<file path="src/hw/rtl/ipv6r_pkg.sv">
// Types and constants of the IPv6 text address recognizer.
`timescale 1ns / 1ps
`default_nettype none

package ipv6r_pkg;

    localparam logic [7:0] COLON_CHAR = 8'h3A;
    localparam logic [7:0] DOT_CHAR   = 8'h2E;
    localparam logic [7:0] CH_DIG_LO  = 8'h30;
    localparam logic [7:0] CH_DIG_HI  = 8'h39;
    localparam logic [7:0] CH_LOW_LO  = 8'h61;
    localparam logic [7:0] CH_LOW_HI  = 8'h66;
    localparam logic [7:0] CH_UP_LO   = 8'h41;
    localparam logic [7:0] CH_UP_HI   = 8'h46;
    // offsets that map 'a' and 'A' to the value ten
    localparam logic [7:0] LOW_OFFSET = 8'h57;
    localparam logic [7:0] UP_OFFSET  = 8'h37;

    localparam logic [9:0] DEC_CAP        = 10'd1023;
    localparam logic [3:0] GROUPS_MAX     = 4'd7;
    localparam logic [3:0] PIECES_FULL    = 4'd8;
    localparam logic [3:0] PIECES_V4      = 4'd2;
    localparam logic [2:0] HEX_DIGITS_MAX = 3'd4;
    localparam logic [2:0] OCTETS_MAX     = 3'd3;
    localparam logic [3:0] DEC_DIGIT_MAX  = 4'd9;

    typedef enum logic [1:0] {
        CLS_COLON,
        CLS_DOT,
        CLS_HEX,
        CLS_OTHER
    } char_class_t;

    typedef struct packed {
        char_class_t cls;
        logic [3:0]  hex_val;
        logic        last;
    } char_item_t;

endpackage

`default_nettype wire

</file>
<file path="src/hw/rtl/ipv6r_if.sv">
// Valid/ready channel interfaces for characters in and verdicts out.
`timescale 1ns / 1ps
`default_nettype none

interface ipv6r_char_if;
    logic       valid;
    logic       ready;
    logic [7:0] char_code;
    logic       last_char;

    modport source (output valid, output char_code, output last_char, input ready);
    modport sink   (input valid, input char_code, input last_char, output ready);
endinterface

interface ipv6r_result_if;
    logic       valid;
    logic       ready;
    logic       match;
    logic       compressed;
    logic       ipv4_tail;
    logic [3:0] piece_count;

    modport source (output valid, output match, output compressed, output ipv4_tail,
                    output piece_count, input ready);
    modport sink   (input valid, input match, input compressed, input ipv4_tail,
                    input piece_count, output ready);
endinterface

`default_nettype wire

</file>
<file path="src/hw/rtl/ipv6_text_address_recognizer.sv">
// Top level of the IPv6 text address recognizer.
//
//  channel  | dir | payload                                   | word
//  ---------+-----+-------------------------------------------+------------------------
//  chars    | in  | char_code[7:0], last_char                 | one character
//  result   | out | match, compressed, ipv4_tail, piece_count | one verdict per string
//
// One character word per cycle while chars.ready is high, the back end's update rate.
// A verdict is registered once its last character is popped from the queue.
// rst_n clears the queue, the running state and the output valid at once.
// A held verdict stalls the back end only at the next final character; the queue of
// QUEUE_DEPTH words then fills before chars.ready drops.
`timescale 1ns / 1ps
`default_nettype none

module ipv6_text_address_recognizer #(
    parameter int QUEUE_DEPTH = 4
) (
    input  wire logic      clk,
    input  wire logic      rst_n,
    ipv6r_char_if.sink     chars,
    ipv6r_result_if.source result
);
    import ipv6r_pkg::*;

    logic       push;
    logic       q_full;
    logic       pop;
    logic       head_valid;
    char_item_t push_item;
    char_item_t head_item;

    ipv6r_front u_front (
        .chars  (chars),
        .q_full (q_full),
        .push   (push),
        .item   (push_item)
    );

    ipv6r_fifo #(
        .DEPTH (QUEUE_DEPTH)
    ) u_fifo (
        .clk        (clk),
        .rst_n      (rst_n),
        .push       (push),
        .push_item  (push_item),
        .pop        (pop),
        .full       (q_full),
        .head_valid (head_valid),
        .head_item  (head_item)
    );

    ipv6r_back u_back (
        .clk        (clk),
        .rst_n      (rst_n),
        .head_valid (head_valid),
        .head_item  (head_item),
        .pop        (pop),
        .result     (result)
    );

endmodule

`default_nettype wire

</file>
<file path="src/hw/rtl/ipv6r_front.sv">
// Front end: take character words and classify them for the queue.
`timescale 1ns / 1ps
`default_nettype none

module ipv6r_front (
    ipv6r_char_if.sink          chars,
    input  wire logic           q_full,
    output logic                push,
    output ipv6r_pkg::char_item_t item
);
    import ipv6r_pkg::*;

    logic [7:0] diff;

    assign chars.ready = !q_full;
    assign push        = chars.valid && !q_full;

    always_comb
    begin
        item.last    = chars.last_char;
        item.cls     = CLS_OTHER;
        item.hex_val = 4'd0;
        diff         = 8'd0;
        case (chars.char_code) inside
            COLON_CHAR:
            begin
                item.cls = CLS_COLON;
            end
            DOT_CHAR:
            begin
                item.cls = CLS_DOT;
            end
            [CH_DIG_LO:CH_DIG_HI]:
            begin
                item.cls     = CLS_HEX;
                diff         = chars.char_code - CH_DIG_LO;
                item.hex_val = diff[3:0];
            end
            [CH_LOW_LO:CH_LOW_HI]:
            begin
                item.cls     = CLS_HEX;
                diff         = chars.char_code - LOW_OFFSET;
                item.hex_val = diff[3:0];
            end
            [CH_UP_LO:CH_UP_HI]:
            begin
                item.cls     = CLS_HEX;
                diff         = chars.char_code - UP_OFFSET;
                item.hex_val = diff[3:0];
            end
            default:
            begin
                item.cls = CLS_OTHER;
            end
        endcase
    end

endmodule

`default_nettype wire

</file>
<file path="src/hw/rtl/ipv6r_fifo.sv">
// Short queue of classified characters between front and back end.
`timescale 1ns / 1ps
`default_nettype none

module ipv6r_fifo #(
    parameter int DEPTH = 4
) (
    input  wire logic                  clk,
    input  wire logic                  rst_n,
    input  wire logic                  push,
    input  wire ipv6r_pkg::char_item_t push_item,
    input  wire logic                  pop,
    output logic                       full,
    output logic                       head_valid,
    output ipv6r_pkg::char_item_t      head_item
);
    import ipv6r_pkg::*;

    localparam int PW = $clog2(DEPTH);
    localparam int CW = $clog2(DEPTH + 1);
    localparam logic [PW-1:0] LAST_SLOT = PW'(DEPTH - 1);
    localparam logic [CW-1:0] FULL_CNT  = CW'(DEPTH);

    char_item_t    mem_reg [DEPTH];
    logic [PW-1:0] wr_ptr_reg, wr_ptr_next;
    logic [PW-1:0] rd_ptr_reg, rd_ptr_next;
    logic [CW-1:0] count_reg, count_next;

    assign full       = (count_reg == FULL_CNT);
    assign head_valid = (count_reg != '0);
    assign head_item  = mem_reg[rd_ptr_reg];

    always_comb
    begin
        wr_ptr_next = wr_ptr_reg;
        rd_ptr_next = rd_ptr_reg;
        count_next  = count_reg;
        if (push)
        begin
            wr_ptr_next = (wr_ptr_reg == LAST_SLOT) ? '0 : wr_ptr_reg + 1'b1;
        end
        if (pop)
        begin
            rd_ptr_next = (rd_ptr_reg == LAST_SLOT) ? '0 : rd_ptr_reg + 1'b1;
        end
        if (push && !pop)
        begin
            count_next = count_reg + 1'b1;
        end
        else if (pop && !push)
        begin
            count_next = count_reg - 1'b1;
        end
    end

    always_ff @(posedge clk or negedge rst_n)
    begin
        if (!rst_n)
        begin
            wr_ptr_reg <= '0;
            rd_ptr_reg <= '0;
            count_reg  <= '0;
        end
        else
        begin
            wr_ptr_reg <= wr_ptr_next;
            rd_ptr_reg <= rd_ptr_next;
            count_reg  <= count_next;
        end
    end

    always_ff @(posedge clk)
    begin
        if (push)
        begin
            mem_reg[wr_ptr_reg] <= push_item;
        end
    end

endmodule

`default_nettype wire

</file>
<file path="src/hw/rtl/ipv6r_back.sv">
// Back end: running grammar state and the registered verdict word.
`timescale 1ns / 1ps
`default_nettype none

module ipv6r_back (
    input  wire logic                  clk,
    input  wire logic                  rst_n,
    input  wire logic                  head_valid,
    input  wire ipv6r_pkg::char_item_t head_item,
    output logic                       pop,
    ipv6r_result_if.source             result
);
    import ipv6r_pkg::*;

    // decimal octet: 1..3 digits, at most 255, no leading zero
    function automatic logic octet_ok(input logic all_dec, input logic [2:0] n,
                                      input logic [9:0] v);
        logic ok;
        ok = all_dec && (n >= 3'd1) && (n <= 3'd3) && (v <= 10'd255);
        if ((n == 3'd2) && (v < 10'd10))
        begin
            ok = 1'b0;
        end
        if ((n == 3'd3) && (v < 10'd100))
        begin
            ok = 1'b0;
        end
        return ok;
    endfunction

    logic [3:0] groups_reg, groups_next, groups_upd;
    logic [2:0] hex_reg, hex_next, hex_upd;
    logic       zrun_reg, zrun_next, zrun_upd;
    logic       prev_colon_reg, prev_colon_next, prev_colon_upd;
    logic       all_dec_reg, all_dec_next, all_dec_upd;
    logic [9:0] dec_reg, dec_next, dec_upd;
    logic       ipv4_reg, ipv4_next, ipv4_upd;
    logic [2:0] oct_reg, oct_next, oct_upd;
    logic       failed_reg, failed_next, failed_upd;
    logic       at_start_reg, at_start_next;

    logic       out_valid_reg, out_valid_next;
    logic       match_reg, compressed_reg, ipv4_tail_reg;
    logic [3:0] piece_reg;

    logic        lone_lead;
    logic        is_letter;
    logic [13:0] dec_wide;
    logic [9:0]  dec_sat;
    logic [3:0]  pieces;
    logic        verdict;
    logic        finish;

    assign pop    = head_valid && (!head_item.last || !out_valid_reg || result.ready);
    assign finish = pop && head_item.last;

    assign lone_lead = prev_colon_reg && (groups_reg == 4'd0) && !zrun_reg;
    assign is_letter = head_item.hex_val > DEC_DIGIT_MAX;
    assign dec_wide  = {1'b0, dec_reg, 3'b000} + {3'b000, dec_reg, 1'b0}
                     + {10'd0, head_item.hex_val};
    assign dec_sat   = (dec_wide > {4'd0, DEC_CAP}) ? DEC_CAP : dec_wide[9:0];

    // apply one character to the running state
    always_comb
    begin
        groups_upd     = groups_reg;
        hex_upd        = hex_reg;
        zrun_upd       = zrun_reg;
        prev_colon_upd = prev_colon_reg;
        all_dec_upd    = all_dec_reg;
        dec_upd        = dec_reg;
        ipv4_upd       = ipv4_reg;
        oct_upd        = oct_reg;
        failed_upd     = failed_reg;
        if (!failed_reg)
        begin
            case (head_item.cls)
                CLS_COLON:
                begin
                    if (ipv4_reg)
                    begin
                        failed_upd = 1'b1;
                    end
                    else if (prev_colon_reg)
                    begin
                        if (zrun_reg)
                        begin
                            failed_upd = 1'b1;
                        end
                        else
                        begin
                            zrun_upd       = 1'b1;
                            prev_colon_upd = 1'b0;
                        end
                    end
                    else if (at_start_reg)
                    begin
                        prev_colon_upd = 1'b1;
                    end
                    else if ((hex_reg == 3'd0) || (groups_reg >= GROUPS_MAX))
                    begin
                        failed_upd = 1'b1;
                    end
                    else
                    begin
                        groups_upd     = groups_reg + 4'd1;
                        hex_upd        = 3'd0;
                        all_dec_upd    = 1'b1;
                        dec_upd        = 10'd0;
                        prev_colon_upd = 1'b1;
                    end
                end
                CLS_DOT:
                begin
                    if (lone_lead || !octet_ok(all_dec_reg, hex_reg, dec_reg))
                    begin
                        failed_upd = 1'b1;
                    end
                    else if (ipv4_reg && (oct_reg >= OCTETS_MAX))
                    begin
                        failed_upd = 1'b1;
                    end
                    else
                    begin
                        ipv4_upd       = 1'b1;
                        oct_upd        = ipv4_reg ? oct_reg + 3'd1 : 3'd1;
                        hex_upd        = 3'd0;
                        all_dec_upd    = 1'b1;
                        dec_upd        = 10'd0;
                        prev_colon_upd = 1'b0;
                    end
                end
                CLS_HEX:
                begin
                    if (lone_lead || (is_letter && ipv4_reg) || (hex_reg >= HEX_DIGITS_MAX))
                    begin
                        failed_upd = 1'b1;
                    end
                    else
                    begin
                        if (is_letter)
                        begin
                            all_dec_upd = 1'b0;
                        end
                        else
                        begin
                            dec_upd = dec_sat;
                        end
                        hex_upd        = hex_reg + 3'd1;
                        prev_colon_upd = 1'b0;
                    end
                end
                default:
                begin
                    failed_upd = 1'b1;
                end
            endcase
        end
    end

    // verdict on the state after the final character
    always_comb
    begin
        if (ipv4_upd)
        begin
            pieces = groups_upd + PIECES_V4;
        end
        else
        begin
            pieces = groups_upd + {3'd0, (hex_upd != 3'd0)};
        end
        verdict = !failed_upd && !prev_colon_upd
                && (!ipv4_upd || (octet_ok(all_dec_upd, hex_upd, dec_upd)
                                  && (oct_upd == OCTETS_MAX)))
                && (zrun_upd ? (pieces <= GROUPS_MAX) : (pieces == PIECES_FULL));
    end

    always_comb
    begin
        groups_next     = groups_reg;
        hex_next        = hex_reg;
        zrun_next       = zrun_reg;
        prev_colon_next = prev_colon_reg;
        all_dec_next    = all_dec_reg;
        dec_next        = dec_reg;
        ipv4_next       = ipv4_reg;
        oct_next        = oct_reg;
        failed_next     = failed_reg;
        at_start_next   = at_start_reg;
        if (finish)
        begin
            // clear for the next string
            groups_next     = 4'd0;
            hex_next        = 3'd0;
            zrun_next       = 1'b0;
            prev_colon_next = 1'b0;
            all_dec_next    = 1'b1;
            dec_next        = 10'd0;
            ipv4_next       = 1'b0;
            oct_next        = 3'd0;
            failed_next     = 1'b0;
            at_start_next   = 1'b1;
        end
        else if (pop)
        begin
            groups_next     = groups_upd;
            hex_next        = hex_upd;
            zrun_next       = zrun_upd;
            prev_colon_next = prev_colon_upd;
            all_dec_next    = all_dec_upd;
            dec_next        = dec_upd;
            ipv4_next       = ipv4_upd;
            oct_next        = oct_upd;
            failed_next     = failed_upd;
            at_start_next   = 1'b0;
        end
    end

    always_comb
    begin
        out_valid_next = out_valid_reg;
        if (finish)
        begin
            out_valid_next = 1'b1;
        end
        else if (result.ready)
        begin
            out_valid_next = 1'b0;
        end
    end

    always_ff @(posedge clk or negedge rst_n)
    begin
        if (!rst_n)
        begin
            groups_reg     <= 4'd0;
            hex_reg        <= 3'd0;
            zrun_reg       <= 1'b0;
            prev_colon_reg <= 1'b0;
            all_dec_reg    <= 1'b1;
            dec_reg        <= 10'd0;
            ipv4_reg       <= 1'b0;
            oct_reg        <= 3'd0;
            failed_reg     <= 1'b0;
            at_start_reg   <= 1'b1;
            out_valid_reg  <= 1'b0;
        end
        else
        begin
            groups_reg     <= groups_next;
            hex_reg        <= hex_next;
            zrun_reg       <= zrun_next;
            prev_colon_reg <= prev_colon_next;
            all_dec_reg    <= all_dec_next;
            dec_reg        <= dec_next;
            ipv4_reg       <= ipv4_next;
            oct_reg        <= oct_next;
            failed_reg     <= failed_next;
            at_start_reg   <= at_start_next;
            out_valid_reg  <= out_valid_next;
        end
    end

    always_ff @(posedge clk)
    begin
        if (finish)
        begin
            match_reg      <= verdict;
            compressed_reg <= verdict && zrun_upd;
            ipv4_tail_reg  <= verdict && ipv4_upd;
            piece_reg      <= verdict ? pieces : 4'd0;
        end
    end

    assign result.valid       = out_valid_reg;
    assign result.match       = match_reg;
    assign result.compressed  = compressed_reg;
    assign result.ipv4_tail   = ipv4_tail_reg;
    assign result.piece_count = piece_reg;

endmodule

`default_nettype wire

</file>
<file path="src/flat_wrapper.sv">
// flat-port wrapper written by rule: the top's interface ports become plain ports
module ipv6_text_address_recognizer_flat import ipv6r_pkg::*;
#(
    parameter int QUEUE_DEPTH = 4
)
  (clk, rst_n, chars_valid, chars_char_code, chars_last_char, chars_ready, result_valid, result_match, result_compressed, result_ipv4_tail, result_piece_count, result_ready);
  ipv6r_char_if chars_i ();
  ipv6r_result_if result_i ();
  input  wire logic clk;
  input  wire logic rst_n;
  input wire logic [$bits(chars_i.valid)-1:0] chars_valid;
  input wire logic [$bits(chars_i.char_code)-1:0] chars_char_code;
  input wire logic [$bits(chars_i.last_char)-1:0] chars_last_char;
  output wire logic [$bits(chars_i.ready)-1:0] chars_ready;
  output wire logic [$bits(result_i.valid)-1:0] result_valid;
  output wire logic [$bits(result_i.match)-1:0] result_match;
  output wire logic [$bits(result_i.compressed)-1:0] result_compressed;
  output wire logic [$bits(result_i.ipv4_tail)-1:0] result_ipv4_tail;
  output wire logic [$bits(result_i.piece_count)-1:0] result_piece_count;
  input wire logic [$bits(result_i.ready)-1:0] result_ready;
  assign chars_i.valid = chars_valid;
  assign chars_i.char_code = chars_char_code;
  assign chars_i.last_char = chars_last_char;
  assign chars_ready = chars_i.ready;
  assign result_valid = result_i.valid;
  assign result_match = result_i.match;
  assign result_compressed = result_i.compressed;
  assign result_ipv4_tail = result_i.ipv4_tail;
  assign result_piece_count = result_i.piece_count;
  assign result_i.ready = result_ready;
  ipv6_text_address_recognizer #(.QUEUE_DEPTH(QUEUE_DEPTH)) u_core (.clk(clk), .rst_n(rst_n), .chars(chars_i), .result(result_i));
endmodule
</file>
<file path="config.mk">
export PLATFORM = sky130hd
export DESIGN_NAME = ipv6_text_address_recognizer_flat
export DESIGN_NICKNAME = d
export VERILOG_FILES = /design/src/hw/rtl/ipv6r_pkg.sv /design/src/hw/rtl/ipv6r_if.sv /design/src/hw/rtl/ipv6_text_address_recognizer.sv /design/src/hw/rtl/ipv6r_front.sv /design/src/hw/rtl/ipv6r_fifo.sv /design/src/hw/rtl/ipv6r_back.sv /design/src/flat_wrapper.sv
export SDC_FILE = /design/constraint.sdc
export NUM_CORES = 1
export LEC_CHECK = 0
export BUFFER_PORTS_ARGS = -buffer_cell sky130_fd_sc_hd__buf_2
export CAP_MARGIN = 20
export CORE_ASPECT_RATIO = 1.4
export CORE_UTILIZATION = 32
export DETAILED_ROUTE_END_ITERATION = 8
export SETUP_SLACK_MARGIN = 0.15
export SLEW_MARGIN = 25
export SYNTH_ARGS = -nofsm -noshare
export SYNTH_HDL_FRONTEND = slang
export SYNTH_HIERARCHICAL = 1
export SYNTH_SLANG_ARGS = --single-unit
</file>
<file path="constraint.sdc">
create_clock -name clk -period 3.98 [get_ports clk]
set_clock_uncertainty 0.1 [all_clocks]
set_input_delay 0.398 -clock clk [delete_from_list [all_inputs] [get_ports clk]]
set_output_delay 0.398 -clock clk [all_outputs]
set_load 0.01 [all_outputs]
</file>
==> run summary <==
outcome: complete, but fails checks
failing checks: negative setup slack
Seq/Total Area, Yosys: 39.7%
die area: 0.0155 mm²
pin count of the biggest net entering global routing: 35
Slew Limit Fails: 0
IO Count: 22
Slew HR: 45.4%
post-layout minimum cycle time: 4130 ps
Pleak: 2.63 nW
Fin. Hold Viols: 0
root buffer cell: clkbuf_16
global-route wire length before repair: 19400 µm
GRT Residual Overflow: 0
RSZ-0062 raised after global routing: yes
htree depth: 3
VDD IR-drop max: 0.000228 V
initial antenna violation count: 0
Final Routed Wirelength: 11800 µm
TritonRoute pass-1 iters: 4
n_diodes: 0
GP Congestion: 0.854
Overall Power: 4.36 mW
filler cell count: 1405
CP Class: register to register
drt via density: 5.34
DR vias: 4060
dpl ws: -287 ps
effective utilization at floorplan: 32.9%
final-report setup violation count: 8
CTS Sinks: 69
Synth area leader: edfxtp_1
DRC: 0
synthesized flop and latch total: 69
antenna violation net count after detailed routing: 0
clock slew at reported path FFs: 60 ps
Worst Setup End Kind: register
Die Span X: 105 µm
critical path data required time: 3970 ps
ratio of cells with drive above 1 in the final layout: 30.6%
cells taking the most area after synthesis: edfxtp_1 (22%), dfrtp_1 (17%), ha_1 (10%), nand2_1 (3.6%), o21ai_0 (3.3%)
area share of the largest cell type after synthesis: 21.9%
number of synthesized flops with an enable pin: 35
DR iter-0 viols: 214
Clock Path Buffers: 2
clk_lat worst skew: 340 ps
slew at the pin closest to its max-slew limit: 819 ps
Avg Inst Size Synth: 9.98 µm²
hold_ws: 55.0 ps
hold buffers post-CTS: 0
total track usage: 15.9%
post-detail-place hpwl: 9000 µm
CTS tree: yes
vias in the first global route: 4143
yosys warns: 6
post-synthesis cell type count: 75
port bufs: 21
dominant synthesized flop cell: edfxtp_1
ys async rst share: 49.3%
Num CTS Buffers: 9
Peak Freq: 0.242 GHz
Core Rows: 52
critical path arrival: 4110 ps
Die Ht: 147 µm
routed length per instance: 15.5 µm
Max FO, Critical Path: 7
PD cells: 713 mW/mm²
Gate Count Post-Synth: 481
Period Utilization, post-route: 104%
synthesized area: 0.00480 mm²
nets: 624
TNS Setup: -804 ps
Core Footprint: 0.0146 mm²
max FFs per register: 28
Area Overhead vs Synth: 27.6%
Max-Cap Viols: 0
HP Class: input port to asynchronous set/reset pin
Worst setup SP type: register
Synth Net Count: 537
PnR worst setup slack: -148 ps
layout make-up:
class | count | area [µm²] | area share (%)
multi-input combinational | 370 | 2910 | 47.5
sequential | 69 | 1910 | 31.1
timing repair buffer | 92 | 657 | 10.7
tap | 189 | 236 | 3.86
clock buffer | 9 | 225 | 3.68
inverter | 26 | 100 | 1.64
clock inverter | 6 | 88.8 | 1.45
critical path, stage by stage, from the launching register on:
cell and delay [ps]:
dfrtp_2 400, mux4_2 540, fa_1 530, ha_1 340, a21oi_1 80, o211ai_1 320, o211ai_1 190, a211oi_2 220
nand4b_1 150, buf_6 170, nor2_4 90, nand3b_1 120, a221oi_4 320, nor3b_2 90, a32o_1 230
kinds of logic after synthesis:
group           Yosys count  share of synthesized area [%]
simple gates            174                           18.9
xor+xnor                 14                           2.56
flops                    69                           39.7
buf+inv                  42                           3.62
fa+ha+maj                43                           11.7
compound gates          123                           18.3
mux                      16                           5.27
routing by layer:
layer | share of wire [%] | track usage (%) | up-vias
met5 | 0 | 0 | -
met4 | 2.9 | 7.85 | 0
met3 | 2.8 | 2.62 | 24
met2 | 52 | 28.8 | 83
met1 | 42 | 17.8 | 1974
li1 | - | - | 1979
repair_timing:
item,in CTS,in global routing
pin swaps,15,18
setup endpoints to repair,9,16
setup buffers,5,3
resized for setup,12,21
synth_stat cells, types with 7 or more instances:
cell	n
inv_1	26
nand2_1	46
nand4_1	9
xnor2_1	7
a31oi_1	7
ha_1	40
nand3_1	13
o21ai_0	32
nor2_1	38
a21oi_1	14
xor2_1	7
mux4_2	7
dfrtp_1	32
nand2b_1	7
nor3_1	12
clkbuf_1	10
and2_1	8
nor3b_1	7
edfxtp_1	35
metrics by stage:
| step | instance area, µm² | std cells | util, % |
|---|---|---|---|
| finish | 6120 | 761 | 42.0 |
| CTS | 6040 | 758 | 41.4 |
| global route | 6120 | 761 | 42.0 |
| floorplan | 4920 | 481 | - |
| global placement | 5640 | 738 | 38.7 |
| detailed placement | 5640 | 738 | 38.7 |
cell usage in the layout (no fill, tap or decap), types with 4 or more instances in the layout:
cell type / count
a211oi_1: 4
a21o_1: 5
a21oi_1: 12
a21oi_2: 6
a31oi_1: 7
and2_1: 8
and3_1: 4
buf_2: 21
buf_4: 67
clkbuf_16: 9
dfrtp_1: 31
edfxtp_1: 35
ha_1: 36
inv_1: 24
mux2_2: 4
mux2i_1: 5
mux4_2: 7
nand2_1: 46
nand2b_1: 6
nand3_1: 13
nand4_1: 9
nor2_1: 36
nor2b_1: 5
nor3_1: 8
nor3_2: 4
nor3b_1: 6
o211ai_1: 6
o21ai_0: 23
o21ai_1: 4
o21ai_2: 7
o22ai_1: 4
or2_2: 4
or3_1: 4
xnor2_1: 7
xor2_1: 7
report_power, final:
part | total (mW) | internal [mW] | switching [mW] | leakage (nW)
logic | 2.39 | 1.05 | 1.35 | 1.72
registers | 1.12 | 0.978 | 0.146 | 0.763
clock network | 0.848 | 0.544 | 0.304 | 0.147
worst paths after layout:
path | start | depth (start not counted) | end | slack, ps
worst max-delay path | u_core/u_fifo/rd_ptr_reg[0] | 14 | u_core/u_back/result.piece_count[2] | -150
worst min-delay path | rst_n | 1 | u_core/u_back/dec_reg[9] | 50
worst max register to register | u_core/u_fifo/rd_ptr_reg[0] | 14 | u_core/u_back/result.piece_count[2] | -150
worst min register to register | u_core/u_back/at_start_reg | 2 | u_core/u_back/at_start_reg | 370
max in group asynchronous | rst_n | 1 | u_core/u_fifo/rd_ptr_reg[0] | 3160
min in group clk | chars_last_char | 1 | u_core/u_fifo/mem_reg[2][0] | 180
Power figures use the tool's default switching activity.
